`config.mk`:
```
export PLATFORM = sky130hd
export DESIGN_NAME = gta_cell
export DESIGN_NICKNAME = d
export VERILOG_FILES = /design/src/sv/gta_pkg.sv /design/src/sv/gta_cell.sv
export SDC_FILE = /design/constraint.sdc
export NUM_CORES = 1
export LEC_CHECK = 0
export ABC_AREA = 1
export BUFFER_PORTS_ARGS = -buffer_cell sky130_fd_sc_hd__buf_4
export CAP_MARGIN = 0
export CORE_MARGIN = 5
export CORE_UTILIZATION = 50
export CTS_CLUSTER_SIZE = 24
export DETAILED_ROUTE_END_ITERATION = 8
export PLACE_DENSITY = 0.78
export SLEW_MARGIN = 20
export SYNTH_ARGS = -nofsm -noshare
export SYNTH_HDL_FRONTEND = slang
export SYNTH_SLANG_ARGS = --single-unit
```
`constraint.sdc`:
```
create_clock -name clk -period 13 [get_ports clk]
set_clock_uncertainty 0.05 [all_clocks]
set_input_delay 1.3 -clock clk [delete_from_list [all_inputs] [get_ports clk]]
set_output_delay 1.3 -clock clk [all_outputs]
set_load 0.05 [all_outputs]
```
`src/sv/gta_pkg.sv`:
```
// Package for the gateway table with aging: table size, operation codes,
// register map and the command and accumulator types shared by the cells.
// No dependencies.
`default_nettype none

package gta_pkg;

  localparam int TABLE_ENTRIES = 16;
  localparam int IDX_W         = (TABLE_ENTRIES > 1) ? $clog2(TABLE_ENTRIES) : 1;
  localparam int PADDR_W       = 4;

  typedef enum logic [1:0] {
    MODE_UPDATE = 2'd0,
    MODE_DELETE = 2'd1,
    MODE_LOOKUP = 2'd2,
    MODE_TICK   = 2'd3
  } mode_t;

  localparam logic [1:0] REG_ROUTE_TIMEOUT  = 2'd0;
  localparam logic [1:0] REG_METRIC_CEILING = 2'd1;
  localparam logic [1:0] REG_NULL_ADDRESS   = 2'd2;

  localparam logic [31:0] ROUTE_TIMEOUT_RESET  = 32'd3000;
  localparam logic [31:0] METRIC_CEILING_RESET = 32'hFFFF_FFFF;
  localparam logic [31:0] NULL_ADDRESS_RESET   = 32'd0;

  typedef struct packed {
    mode_t       mode;
    logic [31:0] address;
    logic [31:0] seq;
    logic [7:0]  hops;
    logic [31:0] metric;
    logic [31:0] now;
    logic [31:0] expiry;
    logic [31:0] ceiling;
    logic [31:0] counter;
  } cmd_t;

  typedef struct packed {
    logic             found;
    logic             accepted;
    logic             have_free;
    logic [IDX_W-1:0] free_idx;
    logic             have_best;
    logic [31:0]      low_metric;
    logic [31:0]      best_age;
    logic [31:0]      best_addr;
  } acc_t;

  localparam acc_t ACC_INIT = '0;

endpackage

`default_nettype wire

```
`src/sv/gta_cell.sv`:
```
// One table cell: holds one gateway entry and processes the travelling
// command token, handing its accumulated search result to the next cell.
// Depends on gta_pkg.
`default_nettype none

module gta_cell (
  input  logic                      clk,
  input  logic                      rst,
  input  gta_pkg::cmd_t             cmd,
  input  logic [gta_pkg::IDX_W-1:0] cell_index,
  input  logic                      token_in,
  input  gta_pkg::acc_t             acc_in,
  input  logic                      ins_en,
  output logic                      token_out,
  output gta_pkg::acc_t             acc_out
);
  import gta_pkg::*;

  logic        valid;
  logic [31:0] address;
  logic [31:0] seq;
  logic [31:0] metric;
  logic [7:0]  hops;
  logic [31:0] expiry;
  logic [31:0] stamp;

  logic        match;
  logic        refresh_ok;
  logic        do_refresh;
  logic [31:0] expiry_diff;
  logic        expired;
  logic [31:0] age;
  logic        qualify;
  logic        better;
  acc_t        acc_next;

  always_comb begin
    match       = valid && (address == cmd.address);
    refresh_ok  = !(seq > cmd.seq) && !((seq == cmd.seq) && (metric < cmd.metric));
    do_refresh  = token_in && match && (cmd.mode == MODE_UPDATE) && refresh_ok;
    expiry_diff = expiry - cmd.now;
    expired     = valid && expiry_diff[31];
    age         = cmd.counter - stamp;
    qualify     = valid && !expired && (metric < cmd.ceiling);
    better      = !acc_in.have_best || (metric < acc_in.low_metric) ||
                  ((metric == acc_in.low_metric) && (age < acc_in.best_age));
  end

  always_comb begin
    acc_next = acc_in;
    acc_next.found    = acc_in.found | match;
    acc_next.accepted = acc_in.accepted | (match && (cmd.mode == MODE_UPDATE) && refresh_ok);
    if (!acc_in.have_free && !valid) begin
      acc_next.have_free = 1'b1;
      acc_next.free_idx  = cell_index;
    end
    if ((cmd.mode == MODE_TICK) && qualify && better) begin
      acc_next.have_best  = 1'b1;
      acc_next.low_metric = metric;
      acc_next.best_age   = age;
      acc_next.best_addr  = address;
    end
  end

  always_ff @(posedge clk) begin
    if (rst) begin
      valid     <= 1'b0;
      token_out <= 1'b0;
    end else begin
      token_out <= token_in;
      if (ins_en) begin
        valid <= 1'b1;
      end else if (token_in && match && (cmd.mode == MODE_DELETE)) begin
        valid <= 1'b0;
      end else if (token_in && expired && (cmd.mode == MODE_TICK)) begin
        valid <= 1'b0;
      end
    end
  end

  always_ff @(posedge clk) begin
    if (token_in) begin
      acc_out <= acc_next;
    end
    if (ins_en || do_refresh) begin
      seq    <= cmd.seq;
      metric <= cmd.metric;
      hops   <= cmd.hops;
      expiry <= cmd.expiry;
    end
    if (ins_en) begin
      address <= cmd.address;
      stamp   <= cmd.counter;
    end
  end

endmodule

`default_nettype wire

```
==> out/summary.md <==
The mean cell area of the mapped netlist is 9.05 um^2. Sorting the synthesized cells by area gives the leading types as sky130_fd_sc_hd__edfxtp_1 (47%), sky130_fd_sc_hd__ha_1 (16%), sky130_fd_sc_hd__nand2_1 (10%). The placed instances occupy a cell area of 20700 um^2. Hold timing on the final database bottoms out at a slack of 0.489 ns.

The first routing iteration left 902 violations. For the initial antenna violation count, the log shows 4. Setup violations remaining at the end of the flow were counted as 0.

The run gives 0 as the hold-fix buffer count after cts. CTS placed an instance of sky130_fd_sc_hd__clkbuf_16 at the clock tree root. Summed over all layers, the routed wires come to 50500 um.

Path class of the lowest-slack min-delay path: reg -> reg. The share of async-settable or async-resettable flops after synthesis was 0. The die is 194 um wide. The core footprint is 33500 um^2, and the achievable frequency is 177 MHz. The post-detailed-placement half-perimeter wirelength is 39800 um.

Summed over all cells, the static leakage comes to 10.8 nW. The run gives 0 as the remaining global-route overflow. The critical path goes through buf_4 > ha_1 > nand2_1 > nor2_1 > nand2_1 > o21ai_0 > nand2_1 > nand2_1 > xor2_1 > ha_1 > a21oi_1 > nor2_1 > a211oi_1 > o21ai_0 > a21oi_1 > nand3_1 > nand2_4 > buf_4 > nand3_1 > nand2_1. For this run, the number of Yosys warnings is 0. The per-cell routed wire length came out at 18.0 um. Layer carrying the most global-route usage: met2.

The number of global-route vias before repair came out at 14786. At the worst endpoint, the required time is 13.38 ns. The most common cell in the synthesized netlist was sky130_fd_sc_hd__nand2_1. The worst setup path is launched from an input pin.

The biggest area contributor in the post-synthesis netlist is sky130_fd_sc_hd__edfxtp_1. The clock input transition at the sequential cells of the worst setup and hold paths came out at 0.06 ns. Number of H-tree levels: 1. Origin of the critical flop-to-flop path: stamp[11]$_DFFE_PP_. The capture point of the worst path is acc_out[0]$_DFFE_PP_. The via density per instance was 5.22; the layout overhead on the synthesized area was 27.9%.

The run finished with clean final reports. The cell area power density is 115 nW/um^2, and the portion of the post-synthesis area used by sequential elements is 0.470. Along the worst path, the maximum fanout reaches 96. STA classifies the critical path endpoint as a flop.

The tools report the slack of the critical path as 7.35 ns. The tools report the worst max-slew margin expressed relative to the limit as 0.252. The CTS buffer count is 31. After clock tree synthesis, the repair step resized 0 gates. In this run the tool buffered the top-level ports with 442 buffer cells.

For the global placement routability congestion, the log shows 0.937. The routing usage on met1 was 0.307; the number of nets in the layout was 2888. For this run, the slowest stage of the critical path takes 0.83 ns.

Yosys mapped the design onto 41 distinct sky130hd cell types. The launching element of the worst setup path is cmd[10]. Post-route fraction of the period consumed by the critical path: 0.435. Setup repair after global routing left no endpoint under its margin. Number of register bits inferred by synthesis: 266. Counting along the longest clock path gives a buffer depth of 3. The cell type with the highest occurrence count on the critical path is sky130_fd_sc_hd__nand2_1. The run gives 0.646 as the utilization after layout.

Worst setup path category: in -> reg. The number of standard-cell rows in the floorplan came out at 67. The routing usage on met2 is 0.435, and the share of the synthesized area in the top cell type is 0.468.

Wire length of the first global-routing pass: 76800 um. The number of placed instances, taps included, is 2737. The tools report the post-layout instance area as 21700 um^2. Sorting the synthesized cells by how often they occur yields sky130_fd_sc_hd__nand2_1 (468), sky130_fd_sc_hd__inv_1 (314), sky130_fd_sc_hd__edfxtp_1 (264). The slack of the worst reg-to-reg path is 7.83 ns, and the overall die height is 194 um.

Before CTS, the worst setup slack after placement is 6.84 ns. The first detailed-routing pass ran for 5 iterations. The number of cell instances on the worst register-to-register path came out at 20. Share of cells above drive strength 1: 0.216. For the final routed database, the setup TNS stands at 0 ns. For the total count of hold-check failures in the final report, the log shows 0. The worst register-to-register path ends at acc_out[0]$_DFFE_PP_. Once detail routing completed, the nets flagged for antenna violations numbered 0. In the synthesized netlist the dominant register cell turns out to be sky130_fd_sc_hd__edfxtp_1. The tools report the clock sink count as 266.

TritonCTS built the clock tree. The number of enable-type register cells in the synthesized netlist works out to 264. The count of final max-slew check failures is 0. Synthesis produced a netlist with a net count of 2438. The global routing met3 resource utilization was 0.0627; the count of unresolved DRC violations after routing was 0. The finished layout holds 2799 standard cells, fillers aside. At the later pin of the worst-skew pair, clock insertion delay measures 0.58 ns. For the pin with the worst max-slew slack, the measured transition is 1.12 ns. The overall die area was 37700 um^2; the time the worst path needs with I/O delays and setup was 5.65 ns. Entering global routing, the biggest net connects 98 pins. Post-CTS timing repair inserted 0 buffers for setup. VDD sags by at most 0.101 mV. After synthesis the cells add up to 16900 um^2.

The total global-route track usage is 0.254, and the number of max-capacitance violations reported is 0. 451 I/O pins were placed. STA puts the critical path data arrival time at 6.03 ns.

For the total power of the final layout, the log shows 2.49 mW. For this block, the via count after detailed routing is 14604. The cell at the slowest stage of the critical path is sky130_fd_sc_hd__buf_4.

The synthesized instance count was 1873; the starting utilization of the core area was 0.505.
[per-layer routing]
metal / up-vias / part of all wire
li1: 7182 / -
met1: 6767 / 0.39
met2: 536 / 0.49
met3: 119 / 0.079
met4: 0 / 0.041
met5: - / 0
[cell families after synthesis]
family,Yosys count,share of synthesized area
flops,266,0.470
mux,4,0.00266
fa+ha+maj,219,0.162
simple gates,779,0.193
xor+xnor,42,0.0217
compound gates,218,0.0695
buf+inv,345,0.0805
[worst min-delay path by stage]
stage	startpoint	end	slack (ns)	cells after the start
after global routing	valid$_SDFFE_PP0P_	valid$_SDFFE_PP0P_	0.53	2
after detailed placement	valid$_SDFFE_PP0P_	valid$_SDFFE_PP0P_	0.47	2
after global placement	valid$_SDFFE_PP0P_	valid$_SDFFE_PP0P_	0.46	2
final	valid$_SDFFE_PP0P_	valid$_SDFFE_PP0P_	0.49	2
after CTS	valid$_SDFFE_PP0P_	valid$_SDFFE_PP0P_	0.48	2
after floorplan	valid$_SDFFE_PP0P_	valid$_SDFFE_PP0P_	0.41	2
[final cells by class]
type                    instances  area [um^2]
diodes                          5         12.5
clock buffers                  38          802
clock inverters                18          140
fillers                      2754        11900
inverters                     315         1180
multi-input cells            1262         7630
flip-flops and latches        266         7970
well taps                     448          561
repair buffers                447         3370
[worst max-delay path: cells and delay by family]
kind | cells | cell delay, ns
xor gates and xnor gates | 1 | 0.24
adders and majority gates | 2 | 0.68
AOI/OAI and AO/OA | 5 | 1.35
buffers and inverters | 2 | 0.95
and+or+nand+nor | 10 | 1.43
[report_power, final]
group | switching [mW] | total [mW] | leakage, nW | internal, mW
Clock | 0.354 | 0.828 | 0.459 | 0.474
Sequential | 0.0324 | 1.05 | 2.60 | 1.02
Combinational | 0.373 | 0.615 | 7.78 | 0.242
Total | 0.759 | 2.49 | 10.8 | 1.73
[flip-flops by register name, summed over array words and instances (netlist names)]
register / flops
valid: 1
metric: 32
stamp: 32
address: 32
seq: 32
expiry: 32
token_out: 1
acc_out: 104
[cell usage in the layout, fill, tap and decap left out, types with 5 or more instances in the layout]
master / netlist / final
sky130_fd_sc_hd__xnor2_1: 18 / 18
sky130_fd_sc_hd__or2_2: 9 / 9
sky130_fd_sc_hd__nand2_1: 468 / 467
sky130_fd_sc_hd__buf_4: 5 / 445
sky130_fd_sc_hd__clkbuf_16: 0 / 31
sky130_fd_sc_hd__nand3b_1: 9 / 9
sky130_fd_sc_hd__clkinv_2: 0 / 5
sky130_fd_sc_hd__ha_1: 218 / 218
sky130_fd_sc_hd__o21ai_0: 49 / 49
sky130_fd_sc_hd__edfxtp_1: 264 / 264
sky130_fd_sc_hd__clkinv_1: 0 / 8
sky130_fd_sc_hd__nand3_1: 135 / 135
sky130_fd_sc_hd__o211ai_1: 6 / 6
sky130_fd_sc_hd__a211oi_1: 5 / 5
sky130_fd_sc_hd__a21oi_1: 134 / 134
sky130_fd_sc_hd__nor2_1: 101 / 101
sky130_fd_sc_hd__nor3_1: 21 / 21
sky130_fd_sc_hd__o21a_1: 9 / 9
sky130_fd_sc_hd__inv_1: 314 / 314
sky130_fd_sc_hd__diode_2: 0 / 5
sky130_fd_sc_hd__o21bai_1: 5 / 5
sky130_fd_sc_hd__clkbuf_1: 4 / 7
sky130_fd_sc_hd__xor2_1: 24 / 24
sky130_fd_sc_hd__nand4_1: 24 / 24
(Power assumes the default switching activity.)
